==> src/design/gsmr_pkg.sv <==
// ----------------------------------------------------------------------------
// gsmr_pkg: shared types and constants for the gas source mux with ramp
// Holds request and source codes, register indexes, reset levels, the clamp
// function and the request struct for the ramp interpolation unit.
// ----------------------------------------------------------------------------
package gsmr_pkg;

    localparam int LEVEL_W = 12;
    localparam int WIDE_W  = 16;
    localparam int CODE_W  = 3;
    localparam int CFG_IDX_W = 2;

    // request codes
    localparam logic [CODE_W-1:0] REQ_TICK   = 3'd0;
    localparam logic [CODE_W-1:0] REQ_UPDATE = 3'd1;
    localparam logic [CODE_W-1:0] REQ_UART   = 3'd2;
    localparam logic [CODE_W-1:0] REQ_RAMP   = 3'd3;
    localparam logic [CODE_W-1:0] REQ_SCENE  = 3'd4;
    localparam logic [CODE_W-1:0] REQ_SOURCE = 3'd5;

    // source codes
    localparam logic [CODE_W-1:0] SRC_SENSOR = 3'd0;
    localparam logic [CODE_W-1:0] SRC_POT    = 3'd1;
    localparam logic [CODE_W-1:0] SRC_LOOP   = 3'd2;
    localparam logic [CODE_W-1:0] SRC_SCENE  = 3'd3;
    localparam logic [CODE_W-1:0] SRC_UART   = 3'd4;

    // configuration register indexes
    localparam logic [CFG_IDX_W-1:0] CFG_GAS_LIMIT    = 2'd0;
    localparam logic [CFG_IDX_W-1:0] CFG_FALLBACK_EN  = 2'd1;
    localparam logic [CFG_IDX_W-1:0] CFG_RESET_SOURCE = 2'd2;

    localparam logic [LEVEL_W-1:0] RESET_LEVEL     = 12'd320;
    localparam logic [LEVEL_W-1:0] WEAK_LOOP       = 12'd20;
    localparam logic [LEVEL_W-1:0] GAS_LIMIT_RESET = 12'd4095;
    localparam logic               FALLBACK_RESET  = 1'b1;
    localparam logic [CODE_W-1:0]  SOURCE_RESET    = SRC_SENSOR;
    localparam logic [WIDE_W-1:0]  RAMP_LEN_RESET  = 16'd1;

    typedef struct packed {
        logic               start;
        logic [LEVEL_W-1:0] from;
        logic [LEVEL_W-1:0] to;
        logic [WIDE_W-1:0]  count;
        logic [WIDE_W-1:0]  length;
    } t_ramp_req;

    typedef struct packed {
        logic               done;
        logic [LEVEL_W-1:0] level;
    } t_ramp_rsp;

    function automatic logic [LEVEL_W-1:0] f_clamp(input logic [WIDE_W-1:0] v,
                                                   input logic [LEVEL_W-1:0] lim);
        return (v > {{(WIDE_W-LEVEL_W){1'b0}}, lim}) ? lim : v[LEVEL_W-1:0];
    endfunction

endpackage

==> src/design/gas_source_mux_with_ramp_top.sv <==
// ----------------------------------------------------------------------------
// gas_source_mux_with_ramp_top: gas source selector with timed UART ramp
// Selects and clamps the gas value, holds the UART and scene levels and runs
// a linear ramp on the UART level, one step per tick beat.
// ----------------------------------------------------------------------------
// Each input beat yields exactly one output beat showing the state after that
// request. Update, set and source beats go from accept to the output beat
// through the state register alone. A tick beat that advances a running ramp
// waits on the interpolation unit, which loads, multiplies, runs the restoring
// divide (one quotient bit per cycle) and then reports.
// The block takes one beat at a time: input stall stays high from accept until
// the output beat is taken. The configuration port is always ready; write it
// only while the block is idle. gas_limit clamps every value stored or picked,
// loop_fallback_enable swaps a weak loopback reading (below 20) for the DAC
// setpoint when that is above 20. reset_source is accepted but only takes its
// reset value into the source selection, which is the sensor.
// ----------------------------------------------------------------------------
module gas_source_mux_with_ramp_top (
    input  logic                                  i_clk,
    input  logic                                  i_rst_n,
    // configuration write channel
    input  logic                                  i_cfg_valid,
    output logic                                  o_cfg_ready,
    input  logic [gsmr_pkg::CFG_IDX_W-1:0]        i_cfg_index,
    input  logic [gsmr_pkg::LEVEL_W-1:0]          i_cfg_data,
    // request channel
    input  logic                                  i_in_valid,
    output logic                                  o_in_stall,
    input  logic [gsmr_pkg::CODE_W-1:0]           i_req_type,
    input  logic [gsmr_pkg::LEVEL_W-1:0]          i_sensor_sample,
    input  logic [gsmr_pkg::LEVEL_W-1:0]          i_pot_sample,
    input  logic [gsmr_pkg::LEVEL_W-1:0]          i_loop_sample,
    input  logic [gsmr_pkg::LEVEL_W-1:0]          i_dac_setpoint,
    input  logic [gsmr_pkg::WIDE_W-1:0]           i_new_value,
    input  logic [gsmr_pkg::WIDE_W-1:0]           i_ramp_target,
    input  logic [gsmr_pkg::WIDE_W-1:0]           i_ramp_seconds,
    input  logic [gsmr_pkg::CODE_W-1:0]           i_source_code,
    // result channel
    output logic                                  o_out_valid,
    input  logic                                  i_out_stall,
    output logic [gsmr_pkg::LEVEL_W-1:0]          o_gas_value,
    output logic [gsmr_pkg::LEVEL_W-1:0]          o_uart_level,
    output logic [gsmr_pkg::LEVEL_W-1:0]          o_scene_level,
    output logic [gsmr_pkg::CODE_W-1:0]           o_active_source,
    output logic                                  o_ramp_running
);
    import gsmr_pkg::*;

    localparam logic [1:0] S_IDLE = 2'd0;
    localparam logic [1:0] S_WAIT = 2'd1;
    localparam logic [1:0] S_OUT  = 2'd2;

    logic [1:0]         r_state, n_state;
    logic [LEVEL_W-1:0] r_gas_limit;
    logic               r_fallback_en;

    logic [CODE_W-1:0]  r_source_sel, n_source_sel;
    logic [LEVEL_W-1:0] r_uart, n_uart;
    logic [LEVEL_W-1:0] r_scene, n_scene;
    logic [LEVEL_W-1:0] r_effective, n_effective;
    logic               r_ramp_on, n_ramp_on;
    logic [LEVEL_W-1:0] r_ramp_from, n_ramp_from;
    logic [LEVEL_W-1:0] r_ramp_to, n_ramp_to;
    logic [WIDE_W-1:0]  r_ramp_len, n_ramp_len;
    logic [WIDE_W-1:0]  r_ramp_cnt, n_ramp_cnt;

    logic               in_accept;
    logic [LEVEL_W-1:0] sensor_c;
    logic [LEVEL_W-1:0] pot_c;
    logic [LEVEL_W-1:0] loop_raw;
    logic [LEVEL_W-1:0] loop_c;
    logic [LEVEL_W-1:0] pick;
    logic [LEVEL_W-1:0] new_c;
    t_ramp_req          ramp_req;
    t_ramp_rsp          ramp_rsp;

    assign in_accept   = i_in_valid && !o_in_stall;
    assign o_in_stall  = (r_state != S_IDLE);
    assign o_out_valid = (r_state == S_OUT);
    assign o_cfg_ready = 1'b1;

    // configuration registers; reset_source needs no storage
    always_ff @(posedge i_clk) begin
        if (!i_rst_n) begin
            r_gas_limit   <= GAS_LIMIT_RESET;
            r_fallback_en <= FALLBACK_RESET;
        end else if (i_cfg_valid && o_cfg_ready) begin
            case (i_cfg_index)
                CFG_GAS_LIMIT:    r_gas_limit   <= i_cfg_data;
                CFG_FALLBACK_EN:  r_fallback_en <= i_cfg_data[0];
                CFG_RESET_SOURCE: r_gas_limit   <= r_gas_limit;
                default:          r_gas_limit   <= r_gas_limit;
            endcase
        end
    end

    // sample path: clamp each reading, swap in the setpoint for a weak loopback
    assign sensor_c = f_clamp({4'b0, i_sensor_sample}, r_gas_limit);
    assign pot_c    = f_clamp({4'b0, i_pot_sample}, r_gas_limit);
    assign loop_raw = (r_fallback_en && (i_loop_sample < WEAK_LOOP)
                       && (i_dac_setpoint > WEAK_LOOP)) ? i_dac_setpoint : i_loop_sample;
    assign loop_c   = f_clamp({4'b0, loop_raw}, r_gas_limit);
    assign new_c    = f_clamp(i_new_value, r_gas_limit);

    always_comb begin
        case (r_source_sel)
            SRC_POT:   pick = pot_c;
            SRC_LOOP:  pick = loop_c;
            SRC_SCENE: pick = f_clamp({4'b0, r_scene}, r_gas_limit);
            SRC_UART:  pick = f_clamp({4'b0, r_uart}, r_gas_limit);
            default:   pick = sensor_c;
        endcase
    end

    // request decode and sequencer
    always_comb begin
        n_state      = r_state;
        n_source_sel = r_source_sel;
        n_uart       = r_uart;
        n_scene      = r_scene;
        n_effective  = r_effective;
        n_ramp_on    = r_ramp_on;
        n_ramp_from  = r_ramp_from;
        n_ramp_to    = r_ramp_to;
        n_ramp_len   = r_ramp_len;
        n_ramp_cnt   = r_ramp_cnt;

        ramp_req.start  = 1'b0;
        ramp_req.from   = r_ramp_from;
        ramp_req.to     = r_ramp_to;
        ramp_req.count  = r_ramp_cnt + 1'b1;
        ramp_req.length = r_ramp_len;

        case (r_state)
            S_IDLE: begin
                if (in_accept) begin
                    n_state = S_OUT;
                    case (i_req_type)
                        REQ_TICK: begin
                            if (r_ramp_on) begin
                                if (r_ramp_cnt >= r_ramp_len) begin
                                    // land exactly on the end value and stop
                                    n_uart    = r_ramp_to;
                                    n_ramp_on = 1'b0;
                                end else begin
                                    // advance one step and interpolate
                                    n_ramp_cnt     = r_ramp_cnt + 1'b1;
                                    ramp_req.start = 1'b1;
                                    n_state        = S_WAIT;
                                end
                            end
                        end
                        REQ_UPDATE: n_effective = pick;
                        REQ_UART: begin
                            n_uart       = new_c;
                            n_source_sel = SRC_UART;
                        end
                        REQ_RAMP: begin
                            n_ramp_from  = new_c;
                            n_ramp_to    = f_clamp(i_ramp_target, r_gas_limit);
                            n_ramp_len   = (i_ramp_seconds == '0) ? RAMP_LEN_RESET
                                                                  : i_ramp_seconds;
                            n_ramp_cnt   = '0;
                            n_ramp_on    = 1'b1;
                            n_source_sel = SRC_UART;
                            n_uart       = new_c;
                        end
                        REQ_SCENE:  n_scene      = new_c;
                        REQ_SOURCE: n_source_sel = i_source_code;
                        default:    n_state      = S_OUT;
                    endcase
                end
            end
            S_WAIT: begin
                if (ramp_rsp.done) begin
                    n_uart  = ramp_rsp.level;
                    n_state = S_OUT;
                end
            end
            S_OUT: begin
                if (!i_out_stall) begin
                    n_state = S_IDLE;
                end
            end
            default: n_state = S_IDLE;
        endcase
    end

    always_ff @(posedge i_clk) begin
        if (!i_rst_n) begin
            r_state      <= S_IDLE;
            r_source_sel <= SOURCE_RESET;
            r_uart       <= RESET_LEVEL;
            r_scene      <= RESET_LEVEL;
            r_effective  <= RESET_LEVEL;
            r_ramp_on    <= 1'b0;
            r_ramp_from  <= '0;
            r_ramp_to    <= '0;
            r_ramp_len   <= RAMP_LEN_RESET;
            r_ramp_cnt   <= '0;
        end else begin
            r_state      <= n_state;
            r_source_sel <= n_source_sel;
            r_uart       <= n_uart;
            r_scene      <= n_scene;
            r_effective  <= n_effective;
            r_ramp_on    <= n_ramp_on;
            r_ramp_from  <= n_ramp_from;
            r_ramp_to    <= n_ramp_to;
            r_ramp_len   <= n_ramp_len;
            r_ramp_cnt   <= n_ramp_cnt;
        end
    end

    gsmr_ramp_div u_ramp_div (
        .i_clk   (i_clk),
        .i_rst_n (i_rst_n),
        .i_req   (ramp_req),
        .o_rsp   (ramp_rsp)
    );

    // state holds while the output beat waits, so the payload reads it directly
    assign o_gas_value       = r_effective;
    assign o_uart_level      = r_uart;
    assign o_scene_level     = r_scene;
    assign o_active_source   = r_source_sel;
    assign o_ramp_running    = r_ramp_on;

endmodule

==> src/design/gsmr_ramp_div.sv <==
// ----------------------------------------------------------------------------
// gsmr_ramp_div: ramp interpolation unit
// Computes from + (to - from) * count / length, truncated toward zero, with
// a multiply step and a restoring divide step shared by all quotient bits,
// one quotient bit per cycle.
// ----------------------------------------------------------------------------
module gsmr_ramp_div (
    input  logic                i_clk,
    input  logic                i_rst_n,
    input  gsmr_pkg::t_ramp_req i_req,
    output gsmr_pkg::t_ramp_rsp o_rsp
);
    import gsmr_pkg::*;

    localparam int PROD_W = LEVEL_W + WIDE_W;
    localparam int STEP_W = $clog2(LEVEL_W);

    localparam logic [1:0] PH_IDLE = 2'd0;
    localparam logic [1:0] PH_MUL  = 2'd1;
    localparam logic [1:0] PH_DIV  = 2'd2;
    localparam logic [1:0] PH_DONE = 2'd3;

    logic [1:0]         r_phase;
    logic [STEP_W-1:0]  r_step;
    logic               r_neg;
    logic [LEVEL_W-1:0] r_mag;
    logic [LEVEL_W-1:0] r_from;
    logic [WIDE_W-1:0]  r_count;
    logic [WIDE_W-1:0]  r_length;
    logic [WIDE_W-1:0]  r_rem;
    logic [LEVEL_W-1:0] r_quo;   // low product bits shift out, quotient bits shift in

    logic [PROD_W-1:0]  prod;
    logic [WIDE_W:0]    rem_sh;
    logic               q_bit;
    logic [WIDE_W:0]    rem_sub;

    // quotient never exceeds |to - from|, so the top product bits start below length
    assign prod    = PROD_W'(r_mag) * PROD_W'(r_count);
    assign rem_sh  = {r_rem, r_quo[LEVEL_W-1]};
    assign q_bit   = (rem_sh >= {1'b0, r_length});
    assign rem_sub = rem_sh - {1'b0, r_length};

    always_ff @(posedge i_clk) begin
        if (!i_rst_n) begin
            r_phase <= PH_IDLE;
            r_step  <= '0;
        end else begin
            case (r_phase)
                PH_IDLE: begin
                    if (i_req.start) begin
                        r_phase <= PH_MUL;
                    end
                end
                PH_MUL: begin
                    r_phase <= PH_DIV;
                    r_step  <= '0;
                end
                PH_DIV: begin
                    if (r_step == STEP_W'(LEVEL_W - 1)) begin
                        r_phase <= PH_DONE;
                    end
                    r_step <= r_step + 1'b1;
                end
                PH_DONE: r_phase <= PH_IDLE;
                default: r_phase <= PH_IDLE;
            endcase
        end
    end

    always_ff @(posedge i_clk) begin
        if (r_phase == PH_IDLE && i_req.start) begin
            r_neg    <= (i_req.to < i_req.from);
            r_mag    <= (i_req.to < i_req.from) ? (i_req.from - i_req.to)
                                                : (i_req.to - i_req.from);
            r_from   <= i_req.from;
            r_count  <= i_req.count;
            r_length <= i_req.length;
        end
        if (r_phase == PH_MUL) begin
            r_rem <= prod[PROD_W-1:LEVEL_W];
            r_quo <= prod[LEVEL_W-1:0];
        end
        if (r_phase == PH_DIV) begin
            r_rem <= q_bit ? rem_sub[WIDE_W-1:0] : rem_sh[WIDE_W-1:0];
            r_quo <= {r_quo[LEVEL_W-2:0], q_bit};
        end
    end

    assign o_rsp.done  = (r_phase == PH_DONE);
    assign o_rsp.level = r_neg ? (r_from - r_quo) : (r_from + r_quo);

endmodule

==> config.mk <==
export PLATFORM = sky130hd
export DESIGN_NAME = gas_source_mux_with_ramp_top
export DESIGN_NICKNAME = d
export VERILOG_FILES = /design/src/design/gsmr_pkg.sv /design/src/design/gas_source_mux_with_ramp_top.sv /design/src/design/gsmr_ramp_div.sv
export SDC_FILE = /design/constraint.sdc
export NUM_CORES = 1
export LEC_CHECK = 0
export BUFFER_PORTS_ARGS = -buffer_cell sky130_fd_sc_hd__buf_2
export CAP_MARGIN = 20
export CORE_MARGIN = 4
export CORE_UTILIZATION = 60
export DETAILED_ROUTE_END_ITERATION = 7
export PLACE_DENSITY = 0.8
export REMOVE_ABC_BUFFERS = 1
export SYNTH_ARGS = -nofsm -noshare
export SYNTH_HDL_FRONTEND = slang
export SYNTH_SLANG_ARGS = --single-unit
==> constraint.sdc <==
create_clock -name i_clk -period 15.45 [get_ports i_clk]
set_input_delay 3.09 -clock i_clk [delete_from_list [all_inputs] [get_ports i_clk]]
set_output_delay 3.09 -clock i_clk [all_outputs]
set_load 0.02 [all_outputs]
# Yosys cells after proc, flatten, opt, wreduce, memory -nomap -nowiden

Index checks and enable logic that the tools add are counted.

Add/sub/neg operators: 7
$mul: 1
Order comparisons: 12
Equality and inequality tests: 26
Multiplexer cells: 44
Reduce and logical (&&, ||, !) cells: 27

Operators with widths:

| kind                                                                           | count |
|---|---|
| 12-bit 2-to-1 mux                                                              | 16 |
| 16-bit 2-to-1 mux                                                              | 6 |
| 12-bit > comparator                                                            | 5 |
| 12-bit one-hot mux with 2 select lines                                         | 2 |
| 12-bit one-hot mux with 4 select lines                                         | 1 |
| 12-bit subtractor                                                              | 3 |
| 16-bit by 12-bit > comparator with 1-bit output                                | 2 |
| 16-bit one-hot mux with 2 select lines                                         | 1 |
| 12-bit by 16-bit multiplier with 28-bit output                                 | 1 |
| 3-bit AND reduction                                                            | 6 |
| 17-bit by 16-bit greater-or-equal comparator with 1-bit output                 | 1 |
| 16-bit by 1-bit adder with 16-bit output (second input constant)               | 1 |
| 16-bit greater-or-equal comparator                                             | 1 |
| 16-bit logical NOT                                                             | 1 |
| 2-bit 2-to-1 mux                                                               | 8 |
| 16-bit subtractor                                                              | 1 |
| 12-bit adder                                                                   | 1 |
| 3-bit by 2-bit == test with 1-bit output (second input constant)               | 4 |
| 12-bit by 5-bit > comparator with 1-bit output (second input constant)         | 1 |
| 12-bit less-than comparator                                                    | 1 |
| 12-bit by 5-bit less-than comparator with 1-bit output (second input constant) | 1 |
| 2-bit inequality test (second input constant)                                  | 5 |
| 2-bit nonzero test                                                             | 5 |
| 3-bit == test (second input constant)                                          | 3 |
| other kinds (22)                                                               | 40 |

Register bits after elaboration: 202

# Depth between registers and ports, before layout

Word-level depth: 8
Depth in mapped cells: 21
Depth with buffers taken out: 20

# By module

Synthesis repeated with hierarchy kept, for this count alone.

Cell total of the unflattened synthesis: 2337
Area, all modules: 20576.0 µm²

Modules (own cells, without submodules):

| module                       | instances | cells an instance | area each (µm²) | seq. area each (µm²) |
|---|---|---|---|---|
| gsmr_ramp_div                | 1         | 1297              | 12120.4         | 2672.6 |
| gas_source_mux_with_ramp_top | 1         | 1040              | 8455.6          | 2222.1 |

# Worst setup path before layout

OpenSTA, ideal clock, no wires.

Path kind: input to register
Start: in i_req_type[2] in the netlist's numbering
End: reg u_ramp_div.r_count[0], enable pin
Setup time: 0.472 ns
Data arrival time: 6.410 ns
Slack: 8.569 ns
Stages on the path: 5
Path through: clkbuf_1 -> nor3_1 -> o21ai_1 -> clkbuf_1 -> nor2_1

Longest elaborated chain between the ends: 5

Ends and longest elaborated chain:

| element                | line                                | source |
|---|---|---|
| start: declaration     | gas_source_mux_with_ramp_top.sv:29  | `input logic [gsmr_pkg::CODE_W-1:0] i_req_type,` |
| 3-bit logical NOT      | gas_source_mux_with_ramp_top.sv:138 | `case (i_req_type)` |
| 1-bit 2-to-1 mux       | gas_source_mux_with_ramp_top.sv:138 |  |
| 1-bit 2-to-1 mux       | gas_source_mux_with_ramp_top.sv:136 | `if (in_accept) begin` |
| 1-bit 2-to-1 mux       | gas_source_mux_with_ramp_top.sv:134 | `case (r_state)` |
| 1-bit logical AND      | gsmr_ramp_div.sv:72                 | `if (r_phase == PH_IDLE && i_req.start) begin` |
| end signal: assignment | gsmr_ramp_div.sv:77                 | `r_count <= i_req.count;` |
| end: declaration       | gsmr_ramp_div.sv:28                 | `logic [WIDE_W-1:0] r_count;` |

No other way between the ends.
A chain may end at the register's enable or synchronous reset.

# Worst setup path after layout

Start: in i_loop_sample[10] in the netlist's numbering
End: reg r_effective[0] (netlist: o_gas_value[0])

Longest elaborated chain between the ends: 7

Ends and longest elaborated chain:

| element                                                | line                                | source |
|---|---|---|
| start: declaration                                     | gas_source_mux_with_ramp_top.sv:32  | `input logic [gsmr_pkg::LEVEL_W-1:0] i_loop_sample,` |
| 12-bit by 5-bit less-than comparator with 1-bit output | gas_source_mux_with_ramp_top.sv:100 | `assign loop_raw = (r_fallback_en && (i_loop_sample < WEAK_LOOP)` |
| 1-bit logical AND                                      | gas_source_mux_with_ramp_top.sv:100 |  |
| 1-bit logical AND                                      | gas_source_mux_with_ramp_top.sv:101 | `&& (i_dac_setpoint > WEAK_LOOP)) ? i_dac_setpoint : i_loop_sample;` |
| 12-bit 2-to-1 mux *                                    | gas_source_mux_with_ramp_top.sv:101 |  |
| 12-bit > comparator                                    | gsmr_pkg.sv:55                      | `return (v > {{(WIDE_W-LEVEL_W){1'b0}}, lim}) ? lim : v[LEVEL_W-1:0];` |
| 12-bit 2-to-1 mux *                                    | gsmr_pkg.sv:55                      |  |
| 12-bit one-hot mux with 4 select lines *               | gas_source_mux_with_ramp_top.sv:106 | `case (r_source_sel)` |
| end signal: assignment                                 | gas_source_mux_with_ramp_top.sv:206 | `r_effective <= n_effective;` |
| end: declaration                                       | gas_source_mux_with_ramp_top.sv:60  | `logic [LEVEL_W-1:0] r_effective, n_effective;` |

Mark *: on every way between the ends. The rest lies on a longest branch, timed or not.

==> metrics.md <==
| Metric | Value |
|---|---|
| Status | `completed` |
| DRC errors left | `0` |
| Clk root buf | `clkbuf_16` |
| Core Util, Final | `67.20%` |
| Req. time, crit path | `15.87 ns` |
| Synth Cell Area | `0.02064 mm2` |
| Ranking of synthesized cells by area | `fa_1 (14%), ha_1 (14%), edfxtp_1 (12%), dfxtp_1 (11%), inv_1 (5.5%)` |
| Lkg Pwr | `10.77 nW` |
| Critical setup path kind | `in -> reg` |
| # rows | `67` |
| # hold bufs at CTS | `0` |
| Share of cells above drive strength 1 | `10.55%` |
| CP Capture Type | `register` |
| # fillers | `2719` |
| Routed WL | `62.52 mm` |
| Register bit count reported by yosys | `202` |
| Fin crit share | `43.15%` |
| I/O Pins | `164` |
| Clk slew on worst S/H paths | `0.07 ns` |
| Final Hold Fails | `0` |
| Synth warnings | `0` |
| Synth top area share | `13.96%` |
| Die X | `193.5 um` |
| Core area | `0.03370 mm2` |
| Hold WS | `0.4539 ns` |
| Port Buffers | `162` |
| Remaining global-route overflow | `0` |
| Slew Limit Fails | `0` |
| Die area | `0.03744 mm2` |
| Longest Clk Path Bufs | `3` |
| Setup TNS after final layout | `0 ns` |
| Num CTS Buffers | `23` |
| Synth Flop Type | `dfxtp_1` |
| Yosys cell types | `87` |
| Initial antenna violation count | `0` |
| Worst-Skew Late Latency | `0.55 ns` |
| Rel. slew slack | `22.97%` |
| Setup Fix Bufs, Post-CTS | `0` |
| Final setup violation count | `0` |
| Crit path cell chain | `buf_2, nor4_1, and3_1, inv_1, a31oi_2, mux2i_1, inv_1, ha_1, nor2b_1, o21a_1, o21a_1, o21ai_0, a21boi_0, a21o_1, o31ai_1, a31oi_1` |
| Routed len/inst | `21.25 um` |
| Post-synth EDFFs | `85` |
| Die Ht | `193.5 um` |
| GRT Util Overall | `32.70%` |
| Worst stage delay on the critical path | `0.49 ns` |
| Largest net degree at the start of global routing | `72` |
| Synth Instances | `2370` |
| Starting density of the core | `61.26%` |
| Final nets | `2964` |
| Syn_area_per_cell | `8.711 um2` |
| Pwr dens | `66.52 mW/mm2` |
| Post-CTS sizing | `0` |
| GP Congestion | `0.9572` |
| Highest clock rate | `150.0 MHz` |
| CTS tree | `yes` |
| Global-route wire length before repair | `100.6 mm` |
| Placed cell area | `0.02176 mm2` |
| Pre-antenna DRT Iters | `6` |
| RSZ-0062 raised after global routing | `false` |
| Final instance area | `0.02265 mm2` |
| Max_cap viols | `0` |
| Antenna Violating Nets Remaining | `0` |
| Synth-to-Final Area Change | `9.697%` |
| Vias in the first global route | `19080` |
| Setup Skew | `0.01399 ns` |
| Crit path DAT | `7.08 ns` |
| Startpoint type of the worst setup path | `primary input` |
| Initial DRC count | `1591` |
| Vias | `18480` |
| Slowest-stage cell, CP | `o21ai_0` |
| Peak supply drop | `0.07270 mV` |
| Async set or reset register ratio after synthesis | `0%` |
| Sink Count | `202` |
| Crit Path Max Fanout | `8` |
| Detailed Place HPWL | `48.84 mm` |
| Vias per Instance | `6.282` |
| Sequential fraction of the synthesis area | `23.71%` |
| Hold/Removal Path Class | `reg -> reg` |
| Tmin final | `6.666 ns` |
| Leading area contributor after synthesis | `fa_1` |
| Worst Tran Pin Value | `1.154 ns` |
| H-Tree Depth | `1` |
==> cell type report <==
class                   count  area, um2  share of cell area, %
inverters                 300       1126                  4.972
diodes                      1      2.502                0.01105
repair buffers            177      918.4                  4.055
clock inverters            14      247.7                  1.094
clock buffers              28      625.6                  2.762
multi-input cells        1772      14270                  63.02
flip-flops and latches    202       4895                  21.61
well taps                 448      560.5                  2.475
==> power breakdown <==
part / leakage [nW] / switching (W) / internal [W]
clock: 0.422 / 0.000245 / 0.000393
combinational: 8.60 / 0.000170 / 0.000103
sequential: 1.75 / 0.0000231 / 0.000573
==> registers in the layout, indices dropped and copies added (netlist names), 16 cells and up <==
register,count
r_ramp_len,16
u_ramp_div.r_rem,16
u_ramp_div.r_count,16
u_ramp_div.r_length,16
r_ramp_cnt,16
==> metrics by stage <==
step	setup slack [ns]	power, W	std cells
after floorplan	8.653	0.0007646	2274
after global placement	8.529	0.0008658	2897
after detailed placement	8.338	0.0008717	2897
after CTS	8.879	0.001502	2939
after global routing	8.497	0.001553	2941
final	8.784	0.001506	2942
==> worst max-delay path: cells and delay by family <==
kind / cells / cell delay [ns]
buf+inv: 3 / 0.25
fa+ha+maj: 1 / 0.28
compound gates: 8 / 2.37
simple gates: 3 / 0.78
mux: 1 / 0.30
==> worst paths after layout <==
kind / from / end / slack [ns] / cells after the start
max: i_loop_sample[10] / o_gas_value[0] / 8.78 / 16
min: r_ramp_len[7] / u_ramp_div.r_length[7] / 0.45 / 0
max reg2reg: u_ramp_div.r_mag[5] / u_ramp_div.r_rem[15] / 9.01 / 18
min reg2reg: r_ramp_len[7] / u_ramp_div.r_length[7] / 0.45 / 0
==> cell usage in the layout (no fill, tap or decap), drive strengths merged, types with 10 or more instances in the layout <==
master,synthesis,layout
nand2b,18,18
dfxtp,117,117
buf,12,177
inv,300,302
o211ai,27,27
a22oi,20,20
a21oi,87,87
o21a,37,37
nor4,15,15
nor2b,27,27
mux2,10,10
mux2i,50,50
or4,10,10
o31ai,18,18
a211oi,16,16
a21boi,28,28
or3,10,10
nand4,33,33
nor2,95,95
and3,12,12
o211a,23,23
xnor2,53,53
o21ai,120,120
nand2,294,294
or2,12,12
a22o,13,13
ha,223,223
xor2,16,16
nand3,61,61
edfxtp,85,85
a21o,50,50
nor3,30,30
clkbuf,84,28
and2,76,76
fa,144,144
a31oi,42,42
==> logic make-up after synthesis <==
logic type                 Yosys count  synth area share (%)
other                                1               0.01816
xor gates and xnor gates            69                 2.927
DFF                                202                 23.71
adders and majority gates          367                 27.48
buffers and inverters              396                 7.321
and+or+nand+nor                    713                 16.75
AOI/OAI and AO/OA                  562                 18.83
muxes                               60                 2.970
==> Yosys cell counts (all sizes together) (7+ instances only) <==
master	n
mux2	10
nor3	30
a211oi	16
o211ai	27
o2111ai	8
or2	12
a22o	13
inv	300
edfxtp	85
o21ai	120
a221oi	7
and2	76
o311ai	9
o22ai	7
mux2i	50
xor2	16
buf	12
nand3	61
nor2b	27
nor2	95
clkbuf	84
o211a	23
xnor2	53
nand2	294
a21boi	28
or4	10
fa	144
a22oi	20
o31ai	18
o21a	37
nand4	33
or3	10
ha	223
nor4	15
a31oi	42
nand2b	18
a21o	50
and3	12
a21oi	87
dfxtp	117
==> metal layers <==
layer | GRT usage, % | share of wire (%)
met1 | 39.83 | 38
met2 | 56.20 | 48
met3 | 4.540 | 7.1
met4 | 17.76 | 6.6
met5 | 0 | 0
Power figures use the tool's default switching activity.
